<file path="src/sv/mt_pkg.sv">
// Shared types, widths and codes for the Mealy transducer.
package mt_pkg;

  localparam int MAX_TRANSITIONS = 32;
  localparam int MAX_STATES      = 16;
  localparam int IDX_W           = $clog2(MAX_TRANSITIONS);
  localparam int CNT_W           = 6;
  localparam int STATE_W         = 4;
  localparam int SYM_W           = 8;

  typedef enum logic [1:0] {
    OP_LOAD   = 2'd0,
    OP_SYMBOL = 2'd1,
    OP_END    = 2'd2
  } op_t;

  typedef enum logic [2:0] {
    ST_EMIT    = 3'd0,
    ST_NOMATCH = 3'd1,
    ST_SKIP    = 3'd2,
    ST_ACCEPT  = 3'd3,
    ST_REJECT  = 3'd4
  } status_t;

  typedef enum logic [1:0] {
    REG_TRANSITION_COUNT = 2'd0,
    REG_INITIAL_STATE    = 2'd1,
    REG_FINAL_STATE_MASK = 2'd2
  } reg_idx_t;

  typedef enum logic [1:0] {
    S_IDLE,
    S_SCAN,
    S_DONE
  } seq_state_t;

  typedef struct packed {
    logic [STATE_W-1:0] from_state;
    logic [SYM_W-1:0]   in_symbol;
    logic [SYM_W-1:0]   out_symbol;
    logic [STATE_W-1:0] to_state;
  } trans_t;

endpackage

</file>
<file path="src/sv/mt_table.sv">
// Transition table memory with registered read and the shared match comparator.
module mt_table
  import mt_pkg::*;
(
  input  logic               clk,
  input  logic               wr_en,
  input  logic [IDX_W-1:0]   wr_addr,
  input  trans_t             wr_entry,
  input  logic [IDX_W-1:0]   rd_addr,
  input  logic [STATE_W-1:0] key_state,
  input  logic [SYM_W-1:0]   key_symbol,
  output trans_t             rd_entry,
  output logic               hit
);

  trans_t mem [MAX_TRANSITIONS];

  always_ff @(posedge clk) begin
    if (wr_en) begin
      mem[wr_addr] <= wr_entry;
    end
  end

  always_ff @(posedge clk) begin
    rd_entry <= mem[rd_addr];
  end

  // The entry read last cycle is compared against the current key.
  assign hit = (rd_entry.from_state == key_state) && (rd_entry.in_symbol == key_symbol);

endmodule

</file>
<file path="src/sv/mealy_transducer.sv">
// Programmable Mealy transducer: APB registers, transition table and scan sequencer.
//
// Input items arrive on the s_ channel: tuser carries the operation (load table
// entry, process symbol, end of word) and tdata the entry fields and symbol.
// A load item writes one table entry and gives no result. A symbol item scans
// the table one entry per cycle from entry zero for the first entry matching
// the current state and symbol, through a single comparator behind the table's
// registered read port. An end item reports accepted or rejected at once.
// Each symbol or end item gives one result on the m_ channel (status in tuser,
// output symbol and state in tdata).
// A symbol item runs the scan in S_SCAN until the first match or until all n entries in
// use (transition_count, capped at 32) have been examined, then moves to S_DONE; an end
// item, a skipped symbol or a symbol with no entries in use goes straight to S_DONE.
// s_tready is high only while the sequencer is idle, so no new item is taken before the
// last one is through, while a load leaves the sequencer idle and so does not hold it.
// A finished result waits in the sequencer until the output register is free;
// a stalled receiver therefore holds back input once a second result is ready.
// Reset clears the registers, the current state and the word flags; the table
// holds no defined contents until entries are loaded.
module mealy_transducer
  import mt_pkg::*;
(
  input  logic        clk,
  input  logic        rst,
  input  logic        s_tvalid,
  output logic        s_tready,
  // entry_index[4:0], entry_from_state[8:5], entry_in_symbol[16:9],
  // entry_out_symbol[24:17], entry_to_state[28:25], symbol[36:29], zero pad
  input  logic [39:0] s_tdata,
  // op[1:0]
  input  logic [1:0]  s_tuser,
  output logic        m_tvalid,
  input  logic        m_tready,
  // out_symbol[7:0], state_now[11:8], zero pad
  output logic [15:0] m_tdata,
  // status[2:0]
  output logic [2:0]  m_tuser,
  input  logic        psel,
  input  logic        penable,
  input  logic        pwrite,
  input  logic [3:0]  paddr,
  input  logic [31:0] pwdata,
  output logic [31:0] prdata,
  output logic        pready
);

  // Configuration registers
  logic [CNT_W-1:0]   transition_count;
  logic [STATE_W-1:0] initial_state;
  logic [15:0]        final_state_mask;
  logic               cfg_wr;

  assign pready = 1'b1;
  assign cfg_wr = psel && penable && pwrite;

  always_ff @(posedge clk) begin
    if (rst) begin
      transition_count <= '0;
      initial_state    <= '0;
      final_state_mask <= '0;
    end else if (cfg_wr) begin
      case (reg_idx_t'(paddr[3:2]))
        REG_TRANSITION_COUNT: transition_count <= pwdata[CNT_W-1:0];
        REG_INITIAL_STATE:    initial_state    <= pwdata[STATE_W-1:0];
        REG_FINAL_STATE_MASK: final_state_mask <= pwdata[15:0];
        default: ;
      endcase
    end
  end

  always_comb begin
    case (reg_idx_t'(paddr[3:2]))
      REG_TRANSITION_COUNT: prdata = {{(32-CNT_W){1'b0}}, transition_count};
      REG_INITIAL_STATE:    prdata = {{(32-STATE_W){1'b0}}, initial_state};
      REG_FINAL_STATE_MASK: prdata = {16'd0, final_state_mask};
      default:              prdata = '0;
    endcase
  end

  // Input field unpacking
  logic [IDX_W-1:0] in_index;
  trans_t           in_entry;
  logic [SYM_W-1:0] in_symbol;

  assign in_index            = s_tdata[4:0];
  assign in_entry.from_state = s_tdata[8:5];
  assign in_entry.in_symbol  = s_tdata[16:9];
  assign in_entry.out_symbol = s_tdata[24:17];
  assign in_entry.to_state   = s_tdata[28:25];
  assign in_symbol           = s_tdata[36:29];

  // Sequencer registers
  seq_state_t         state, state_next;
  logic [STATE_W-1:0] cur_state, cur_state_next;
  logic               word_active, word_active_next;
  logic               word_failed, word_failed_next;
  logic [SYM_W-1:0]   sym, sym_next;
  logic [CNT_W-1:0]   rd_ptr, rd_ptr_next;
  logic               chk_valid, chk_valid_next;
  logic [CNT_W-1:0]   scan_n, scan_n_next;
  status_t            res_status, res_status_next;
  logic [SYM_W-1:0]   res_symbol, res_symbol_next;
  logic [STATE_W-1:0] res_state, res_state_next;
  logic               out_valid, out_valid_next;
  status_t            out_status, out_status_next;
  logic [SYM_W-1:0]   out_symbol, out_symbol_next;
  logic [STATE_W-1:0] out_state, out_state_next;

  // Table interface
  logic             wr_en;
  logic [IDX_W-1:0] rd_addr;
  trans_t           rd_entry;
  logic             hit;

  mt_table u_table (
    .clk        (clk),
    .wr_en      (wr_en),
    .wr_addr    (in_index),
    .wr_entry   (in_entry),
    .rd_addr    (rd_addr),
    .key_state  (cur_state),
    .key_symbol (sym),
    .rd_entry   (rd_entry),
    .hit        (hit)
  );

  logic [STATE_W-1:0] word_state;
  logic [CNT_W-1:0]   count_lim;

  // State the word is in: a word not yet started stands at the initial state.
  assign word_state = word_active ? cur_state : initial_state;
  assign count_lim  = (transition_count > CNT_W'(MAX_TRANSITIONS)) ?
                      CNT_W'(MAX_TRANSITIONS) : transition_count;
  assign s_tready   = (state == S_IDLE);

  always_ff @(posedge clk) begin
    if (rst) begin
      state <= S_IDLE;
    end else begin
      state <= state_next;
    end
  end

  always_comb begin
    state_next       = state;
    cur_state_next   = cur_state;
    word_active_next = word_active;
    word_failed_next = word_failed;
    sym_next         = sym;
    rd_ptr_next      = rd_ptr;
    chk_valid_next   = chk_valid;
    scan_n_next      = scan_n;
    res_status_next  = res_status;
    res_symbol_next  = res_symbol;
    res_state_next   = res_state;
    out_valid_next   = out_valid && !m_tready;
    out_status_next  = out_status;
    out_symbol_next  = out_symbol;
    out_state_next   = out_state;
    wr_en            = 1'b0;
    rd_addr          = rd_ptr[IDX_W-1:0];

    case (state)
      S_IDLE: begin
        if (s_tvalid) begin
          case (op_t'(s_tuser))
            OP_LOAD: begin
              wr_en = 1'b1;
            end
            OP_SYMBOL: begin
              sym_next = in_symbol;
              if (word_failed) begin
                res_status_next = ST_SKIP;
                res_symbol_next = '0;
                res_state_next  = cur_state;
                state_next      = S_DONE;
              end else begin
                cur_state_next   = word_state;
                word_active_next = 1'b1;
                if (count_lim == '0) begin
                  res_status_next  = ST_NOMATCH;
                  res_symbol_next  = '0;
                  res_state_next   = word_state;
                  word_failed_next = 1'b1;
                  state_next       = S_DONE;
                end else begin
                  // Entry zero is read now and compared in the first scan cycle.
                  rd_addr        = '0;
                  rd_ptr_next    = CNT_W'(1);
                  chk_valid_next = 1'b1;
                  scan_n_next    = count_lim;
                  state_next     = S_SCAN;
                end
              end
            end
            OP_END: begin
              res_status_next  = (!word_failed && final_state_mask[word_state]) ?
                                 ST_ACCEPT : ST_REJECT;
              res_symbol_next  = '0;
              res_state_next   = initial_state;
              cur_state_next   = initial_state;
              word_active_next = 1'b0;
              word_failed_next = 1'b0;
              state_next       = S_DONE;
            end
            default: ;
          endcase
        end
      end
      S_SCAN: begin
        rd_ptr_next    = rd_ptr + CNT_W'(1);
        chk_valid_next = (rd_ptr < scan_n);
        if (chk_valid && hit) begin
          res_status_next = ST_EMIT;
          res_symbol_next = rd_entry.out_symbol;
          res_state_next  = rd_entry.to_state;
          cur_state_next  = rd_entry.to_state;
          state_next      = S_DONE;
        end else if (!chk_valid) begin
          res_status_next  = ST_NOMATCH;
          res_symbol_next  = '0;
          res_state_next   = cur_state;
          word_failed_next = 1'b1;
          state_next       = S_DONE;
        end
      end
      S_DONE: begin
        if (!out_valid || m_tready) begin
          out_valid_next  = 1'b1;
          out_status_next = res_status;
          out_symbol_next = res_symbol;
          out_state_next  = res_state;
          state_next      = S_IDLE;
        end
      end
      default: begin
        state_next = S_IDLE;
      end
    endcase
  end

  always_ff @(posedge clk) begin
    if (rst) begin
      cur_state   <= '0;
      word_active <= 1'b0;
      word_failed <= 1'b0;
      out_valid   <= 1'b0;
      rd_ptr      <= '0;
      chk_valid   <= 1'b0;
      scan_n      <= '0;
    end else begin
      cur_state   <= cur_state_next;
      word_active <= word_active_next;
      word_failed <= word_failed_next;
      out_valid   <= out_valid_next;
      rd_ptr      <= rd_ptr_next;
      chk_valid   <= chk_valid_next;
      scan_n      <= scan_n_next;
    end
  end

  always_ff @(posedge clk) begin
    sym        <= sym_next;
    res_status <= res_status_next;
    res_symbol <= res_symbol_next;
    res_state  <= res_state_next;
    out_status <= out_status_next;
    out_symbol <= out_symbol_next;
    out_state  <= out_state_next;
  end

  assign m_tvalid = out_valid;
  assign m_tuser  = out_status;
  assign m_tdata  = {4'd0, out_state, out_symbol};

  // A word can only have failed once it has started.
  a_failed_active: assert property (@(posedge clk) disable iff (rst)
    word_failed |-> word_active)
    else $error("word marked failed outside an active word");

  // The scan never runs past the capped entry count.
  a_scan_bound: assert property (@(posedge clk) disable iff (rst)
    state == S_SCAN |-> (scan_n != '0) && (scan_n <= CNT_W'(MAX_TRANSITIONS)) &&
                        (rd_ptr <= scan_n + CNT_W'(1)))
    else $error("table scan out of range");

  // Only an emitted symbol carries a non-zero output symbol.
  a_zero_symbol: assert property (@(posedge clk) disable iff (rst)
    m_tvalid && (m_tuser != ST_EMIT) |-> (m_tdata[7:0] == '0))
    else $error("output symbol set without an emit status");

  // An end item closes the word and returns to the initial state.
  a_end_closes: assert property (@(posedge clk) disable iff (rst)
    s_tvalid && s_tready && (s_tuser == OP_END) |=>
      !word_active && !word_failed && (cur_state == $past(initial_state)))
    else $error("end item did not close the word");

  // A load item gives no result: the sequencer stays idle.
  a_load_idle: assert property (@(posedge clk) disable iff (rst)
    s_tvalid && s_tready && (s_tuser == OP_LOAD) |=> state == S_IDLE)
    else $error("load item left the idle state");

endmodule

</file>
<file path="config.mk">
export PLATFORM = sky130hd
export DESIGN_NAME = mealy_transducer
export DESIGN_NICKNAME = d
export VERILOG_FILES = /design/src/sv/mt_pkg.sv /design/src/sv/mt_table.sv /design/src/sv/mealy_transducer.sv
export SDC_FILE = /design/constraint.sdc
export NUM_CORES = 1
export LEC_CHECK = 0
export ABC_AREA = 1
export BUFFER_PORTS_ARGS = -buffer_cell sky130_fd_sc_hd__buf_4
export CORE_MARGIN = 2
export CORE_UTILIZATION = 39
export CTS_CLUSTER_SIZE = 8
export DETAILED_ROUTE_END_ITERATION = 12
export RECOVER_POWER = 100
export SYNTH_ARGS = -nofsm -noshare
export SYNTH_HDL_FRONTEND = slang
export SYNTH_SLANG_ARGS = --single-unit
</file>
<file path="constraint.sdc">
create_clock -name clk -period 3.1 [get_ports clk]
set_input_delay 0.465 -clock clk [delete_from_list [all_inputs] [get_ports clk]]
set_output_delay 0.465 -clock clk [all_outputs]
set_load 0.005 [all_outputs]
</file>
==> results.sh, run 1 <==
export IMPL_outcome="finished, violations left"
export IMPL_violations="capacitance limit, slew limit"
export IMPL_crit_path_frequent_cell="nand2_1"
export IMPL_grt_pass1_wl_mm=151
export IMPL_clkPwrFrac_pct=44.7
export IMPL_syn_area_um2=37800
export IMPL_critPathRequiredTime_ps=3620
export IMPL_cp_startpoint="state[1]"
export IMPL_antenna_found_initial=0
export IMPL_clock_skew_ps=31.3
export IMPL_p_leak_nw=16.5
export IMPL_p_sw_share_pct=21.9
export IMPL_worstSetupEndpoint="u_table.rd_entry[21]"
export IMPL_path_cells="nor2_4 > nand2_1 > nor2_1 > nand3_4 > nand2_8 > inv_4 > buf_12 > buf_4 > nand3_1 > nand3_1 > nand3_1 > nand2_1 > nand2_1 > nand2_1"
export IMPL_crit_family="simple AND/OR/NAND/NOR gates"
export IMPL_root_buffer="clkbuf_16"
export IMPL_internal_power_mw=20.5
export IMPL_ys_seq_area_share_pct=67.8
export IMPL_cts_tree="done"
export IMPL_rrSetupSlack_ps=220
export IMPL_core_area_um2=96400
export IMPL_endpoint_kind="flop"
export IMPL_synth_cells=3359
export IMPL_synth_cell_type_count=37
export IMPL_rsz0062_at_grt="no"
export IMPL_ioPinCount=139
export IMPL_worst_path_max_delay_cell="nand2_8"
export IMPL_worstMarginPinSlew_ps=1860
export IMPL_routed_wl_mm=101
export IMPL_grt_pass1_vias=24052
export IMPL_finalMaxSlewViolations=479
export IMPL_cts_resized=0
export IMPL_cts_setup_buffers=0
export IMPL_holdWs_ps=36.9
export IMPL_antenna_cells=0
export IMPL_relSlewSlack_pct=-23.8
export IMPL_reg2reg_depth=14
export IMPL_wl_per_cell_um=21.0
export IMPL_portBuffers=96
export IMPL_power_frac_seq_pct=50.1
export IMPL_setup_viol=0
export IMPL_fin_tns_setup_ps=0
export IMPL_nets=3572
export IMPL_min_path_type="in2reg"
export IMPL_combPwrFrac_pct=5.3
export IMPL_die_w_um=315
export IMPL_drive_above_1_share_pct=13.6
export IMPL_die_h_um=315
export IMPL_p_total_mw=26.2
export IMPL_yosysWarnings=0
export IMPL_clock_sinks=878
export IMPL_htreeDepth=3
export IMPL_cts_buffers_inserted=119
export IMPL_start_kind="flop"
export IMPL_finalHoldViolCount=0
export IMPL_fin_crit_sh_pct=93.0
export IMPL_synth_edff_count=806
export IMPL_clkSlewWorstSetupHoldPaths_ps=50
export IMPL_maxCapViolCount=13
export IMPL_start_util_pct=39.2
export IMPL_gp_congestion=0.860
export IMPL_synth_area_per_cell_um2=11.3
export IMPL_fmax_ghz=0.347
export IMPL_final_common_cell="edfxtp_1"
export IMPL_powerDensity_nw_per_um2=602
export IMPL_r2r_end="u_table.rd_entry[21]"
export IMPL_grt_use_total_pct=20.1
export IMPL_period_needed_ps=2880
export IMPL_area_growth_pct=15.1
export IMPL_path_class="reg2reg"
export IMPL_clk_insertion_delay_late_ps=700
export IMPL_worstPathMaxFanout=29
export IMPL_hpwl_mm=55.4
export IMPL_first_pass_iters=7
export IMPL_arrival_ps=3410
export IMPL_fill_cells=8863
export IMPL_final_area_um2=43500
export IMPL_drt_iter0_drc=2388
export IMPL_layout_setup_ws_ps=216
export IMPL_vias=25309
export IMPL_die_area_um2=99500
export IMPL_crit_cells=14
export IMPL_clk_path_buf_depth=3
export IMPL_ant_nets=0
export IMPL_rows=114
export IMPL_critPathBufInv=3
export IMPL_routed_via_density=5.27
export IMPL_reg2reg_from="state[1]"
export IMPL_gr_total_overflow=0
export IMPL_cpPeakStageDelay_ps=360
export IMPL_vdd_drop_max_v=0.000435
export IMPL_pre_cts_ws_ps=298
export IMPL_grt_start_max_net_pins=142
export IMPL_place_area_um2=40800
export IMPL_async_flop_share_pct=0
export IMPL_min_path_cells=3
export IMPL_route_detailed_drc=0
export IMPL_synth_seq_cells=878
export IMPL_switching_power_mw=5.74
export IMPL_synth_main_ff_cell="edfxtp_1"
export IMPL_final_cell_mix="edfxtp_1 (806), nand3_1 (729), inv_1 (433)"
[worst min-delay path by stage]
stage	end	slack [ps]	startpoint
finish	transition_count[2]	40	pwdata[2]
global placement	out_symbol[7]	410	res_symbol[7]
CTS	transition_count[2]	10	pwdata[2]
floorplan	m_tuser[0]	400	res_status[0]
detailed placement	out_state[1]	400	res_state[1]
global route	final_state_mask[3]	30	pwdata[3]
[cell type report]
type / instances / area [µm²] / share of cell area (%)
Timing Repair Buffer: 217 / 1660 / 3.82
Inverter: 437 / 1650 / 3.78
Clock inverter: 4 / 92.6 / 0.213
Clock buffer: 162 / 3190 / 7.34
Multi-Input combinational cell: 1828 / 9680 / 22.2
Tap cell: 1276 / 1600 / 3.67
Sequential cell: 878 / 25600 / 58.9
[layer usage]
| metal | share of wire, % | GRT usage (%) | vias to the layer above |
|---|---|---|---|
| met5 | 0 | 0 | - |
| met4 | 2.2 | 5.50 | 0 |
| met3 | 7.2 | 3.32 | 153 |
| met2 | 46 | 32.1 | 878 |
| met1 | 44 | 28.6 | 12389 |
| li1 | - | - | 11889 |
[tightest hold or removal path, stage by stage]
cell and delay [ps]:
buf_4 90, nor2_1 40, nor2_1 80
[registers in the layout (all words and copies together) (netlist names), 4 cells and up]
name	cells
final_state_mask	16
out_symbol	8
scan_n	6
u_table.mem	768
cur_state	4
res_state	4
rd_ptr	6
initial_state	4
out_state	4
res_symbol	8
sym	8
u_table.rd_entry	24
transition_count	6
[repair_timing]
action                     4_1_cts  5_1_grt
hold buffers                    10        0
setup endpoints to repair        0        0
hold endpoints to repair        10        0
[synthesized netlist by cell type (3+ instances only)]
library cell / number / area [µm²]
nand2_2: 3 / 18.8
xnor2_1: 6 / 52.6
o221ai_1: 4 / 35.0
clkbuf_1: 111 / 417
ha_1: 6 / 75.1
o2111ai_1: 120 / 1050
dfxtp_1: 72 / 1440
o21ai_0: 44 / 220
nor2_1: 145 / 544
buf_1: 32 / 120
or2_2: 169 / 1060
nand3b_1: 97 / 728
a22oi_1: 4 / 30.0
inv_1: 435 / 1630
o211ai_1: 9 / 67.6
buf_2: 69 / 345
nand2_1: 397 / 1490
edfxtp_1: 806 / 24200
xor2_1: 6 / 52.6
a21oi_1: 44 / 220
nor3_1: 9 / 45.0
nand3_1: 729 / 3650
buf_4: 23 / 173
[cells by family (layout without fill, tap and decap cells)]
kind of cell,Yosys count,count (layout),share of synthesized area [%]
xor+xnor,12,12,0.278
other cells,2,21,0.0199
buf+inv,672,820,7.13
simple gates,1557,1557,20.1
compound gates,232,232,4.44
flops,878,878,67.8
fa+ha+maj,6,6,0.199
[power groups by stage]
stage	Sequential (mW)	Combinational [mW]	Clock [mW]
after global placement	13.3	1.38	0
after floorplan	13.3	0.808	0
after CTS	13.1	1.41	11.9
after detailed placement	13.3	1.39	0
after global routing	13.1	1.52	12.4
final	13.1	1.38	11.7
[metrics by stage]
stage / instances / util [%]
6_report: 4802 / 45.1
5_1_grt: 4802 / 45.1
4_1_cts: 4802 / 45.8
3_5_place_dp: 4626 / 42.3
3_3_place_gp: 4626 / 42.3
2_1_floorplan: 3378 / -
Note: power is estimated with default switching activity, not from simulation.
==> run 2: changes to the inputs <==
Settings changed: SYNTH_HIERARCHICAL set to 1.
==> run 2 against run 1 <==
- the run now ends clean
- worst setup slack worse by 110 ps
- via count is 4.9% lower
- sequential cell count stayed put
- register-to-register slack worse by 110 ps
- final area is 4.6% lower
- critical path type unchanged
==> results.sh, run 2 <==
export IMPL_outcome="finished, final reports clean"
export IMPL_cpPeakStageDelay_ps=430
export IMPL_crit_family="simple AND/OR/NAND/NOR gates"
export IMPL_synthTopCellsByArea="edfxtp_1 (67%), nand2_1 (12%), nand3_1 (8.7%)"
export IMPL_synth_main_ff_cell="edfxtp_1"
export IMPL_final_common_cell="nand2_1"
export IMPL_rsz0062_at_grt="no"
export IMPL_synth_edff_count=806
export IMPL_drive_above_1_share_pct=10.0
export IMPL_synth_cell_type_count=40
export IMPL_use_met2_pct=31.8
export IMPL_endpoint_kind="flop"
export IMPL_cts_tree="done"
export IMPL_gr_total_overflow=0
export IMPL_rows=111
export IMPL_ioPinCount=139
export IMPL_period_needed_ps=3000
export IMPL_fmax_ghz=0.333
export IMPL_busiest_layer="met2"
export IMPL_finalMaxSlewViolations=0
export IMPL_synth_cells=3174
export IMPL_largest_register_ffs=768
export IMPL_clk_path_buf_depth=3
export IMPL_powerDensity_nw_per_um2=638
export IMPL_grt_use_total_pct=19.9
export IMPL_arrival_ps=3330
export IMPL_portBuffers=96
export IMPL_antenna_found_initial=4
export IMPL_routed_wl_mm=96.0
export IMPL_yosysTopAreaCellShare_pct=67.3
export IMPL_worstPathMaxFanout=11
export IMPL_path_cells="nor2_4 > nand2_1 > nor3_1 > buf_4 > nand3_1 > clkbuf_2 > nor2_4 > buf_2"
export IMPL_ant_nets=0
export IMPL_nets=3427
export IMPL_grt_pass1_vias=22459
export IMPL_worstHoldStart="pwdata[4]"
export IMPL_async_flop_share_pct=0
export IMPL_die_area_um2=94700
export IMPL_min_path_cells=3
export IMPL_synthTopCellsByCount="nand2_1 (1,157), edfxtp_1 (806), nand3_1 (625), buf_2 (91), nor2_1 (82)"
export IMPL_wl_per_cell_um=20.9
export IMPL_first_pass_iters=6
export IMPL_final_cell_mix="nand2_1 (1,158), edfxtp_1 (806), nand3_1 (625)"
export IMPL_clk_insertion_delay_late_ps=690
export IMPL_worstMarginPinSlew_ps=1470
export IMPL_clock_sinks=878
export IMPL_syn_area_um2=36000
export IMPL_die_h_um=308
export IMPL_worst_path_max_delay_cell="buf_2"
export IMPL_rrSetupSlack_ps=100
export IMPL_cts_buffers_inserted=119
export IMPL_holdWs_ps=46.3
export IMPL_holdPathEnd="final_state_mask[4]"
export IMPL_die_w_um=308
export IMPL_pre_cts_ws_ps=52.7
export IMPL_gp_congestion=0.814
export IMPL_synth_top_cell_by_area="edfxtp_1"
export IMPL_fin_crit_sh_pct=96.7
export IMPL_maxCapViolCount=0
export IMPL_min_path_type="in2reg"
export IMPL_met1_usage_pct=28.0
export IMPL_drt_iter0_drc=2065
export IMPL_start_kind="flop"
export IMPL_layout_setup_ws_ps=101
export IMPL_finalHoldViolCount=0
export IMPL_route_detailed_drc=0
export IMPL_clock_skew_ps=44.2
export IMPL_vias=24061
export IMPL_area_growth_pct=15.4
export IMPL_met3_usage_pct=3.58
export IMPL_path_class="reg2reg"
export IMPL_relSlewSlack_pct=2.12
export IMPL_synth_seq_cells=878
export IMPL_hpwl_mm=54.1
export IMPL_grt_start_max_net_pins=154
export IMPL_ys_seq_area_share_pct=71.3
export IMPL_top_register="u_table/mem"
export IMPL_clkSlewWorstSetupHoldPaths_ps=60
export IMPL_r2r_end="u_table/mem[21][1]"
export IMPL_reg2reg_from="state[1]"
export IMPL_start_util_pct=39.3
export IMPL_fin_tns_setup_ps=0
export IMPL_reg_top3="u_table/mem x768, u_table/rd_entry x24, final_state_mask x16"
export IMPL_yosysWarnings=6
export IMPL_critPathBufInv=3
export IMPL_root_buffer="clkbuf_16"
export IMPL_setup_viol=0
export IMPL_grt_pass1_wl_mm=142
export IMPL_core_area_um2=91500
export IMPL_reg2reg_depth=8
export IMPL_routed_via_density=5.23
export IMPL_synth_area_per_cell_um2=11.3
export IMPL_synth_most_common_cell="nand2_1"
export IMPL_vdd_drop_max_v=0.000537
export IMPL_htreeDepth=3
export IMPL_critPathRequiredTime_ps=3430
export IMPL_crit_path_frequent_cell="nor2_4"
export IMPL_cts_setup_buffers=0
export IMPL_p_leak_nw=15.2
-- run 2: changes by cell type in the layout (fill, tap and decap cells not counted), sizes merged, moves of 6 or more --
cell	previous run	this run
o2111ai	120	0
clkbuf	276	311
nor2	148	89
nand3b	97	3
nand3	730	625
o21ai	44	50
nand2	400	1160
inv	437	83
or2	169	6
-- run 2: worst max-delay path by stage --
stage	from	end	depth (start not counted)
after global placement	s_tuser[1]	u_table/rd_entry[20]	18
after global routing	transition_count[2]	u_table/rd_entry[18]	17
final	state[1]	u_table/mem[21][1]	8
after floorplan	sym[4]	res_state[0]	8
after detailed placement	s_tuser[1]	u_table/rd_entry[20]	18
after CTS	transition_count[2]	u_table/rd_entry[20]	16
-- run 2: layout make-up --
class                   instances  area [µm²]
clock inverters                 7         118
fillers                      8406       50000
flip-flops and latches        878       25600
diodes                          3        7.51
clock buffers                 190        3270
inverters                      82         347
well taps                    1186        1480
multi-input cells            2037        8940
repair buffers                218        1690
-- run 2: power by group --
group | total [mW] | leakage [nW] | switching [mW] | internal, mW
clock network | 11.9 | 1.61 | 4.78 | 7.10
logic | 1.42 | 5.69 | 1.02 | 0.403
registers | 13.2 | 7.85 | 0.0743 | 13.1
total | 26.5 | 15.2 | 5.88 | 20.6
-- run 2: per-stage QoR --
step / instance area, µm² / utilization (%) / std cells / power (mW)
2_1_floorplan: 36000 / - / 3193 / 14.3
5_1_grt: 41500 / 45.3 / 4599 / 27.3
3_5_place_dp: 38500 / 42.1 / 4391 / 14.8
3_3_place_gp: 38500 / 42.1 / 4391 / 14.8
6_report: 41500 / 45.3 / 4601 / 26.5
4_1_cts: 42000 / 45.8 / 4596 / 26.7
-- run 2: layer usage --
metal,part of all wire (%),up-vias
li1,-,11287
met1,44,11757
met2,47,856
met3,7.2,161
met4,2.4,0
met5,0,-
-- run 2: kinds of logic (layout without fill, tap and decap cells) --
group                      count (synthesis)  in the layout  share of synthesized area, %
xor gates and xnor gates                   8              8                         0.195
and+or+nand+nor                         1891           1891                          22.2
other                                      2             24                        0.0209
DFF                                      878            878                          71.3
buffers and inverters                    278            497                          4.35
AOI/OAI and AO/OA                        111            111                          1.74
adders and majority gates                  6              6                         0.209
-- run 2: worst register-to-register path, cell delays in order, from the launching register on --
cell and delay, ps:
dfxtp_1 390, nor2_4 210, nand2_1 150, nor3_1 390, buf_4 260, nand3_1 370, clkbuf_2 330, nor2_4 130
buf_2 430
-- run 2: what timing repair did --
action / CTS / global route
gates resized for setup: 0 / 3
hold buffers: 8 / 0
setup endpoints to repair: 0 / 19
endpoints found under the hold margin: 8 / 0
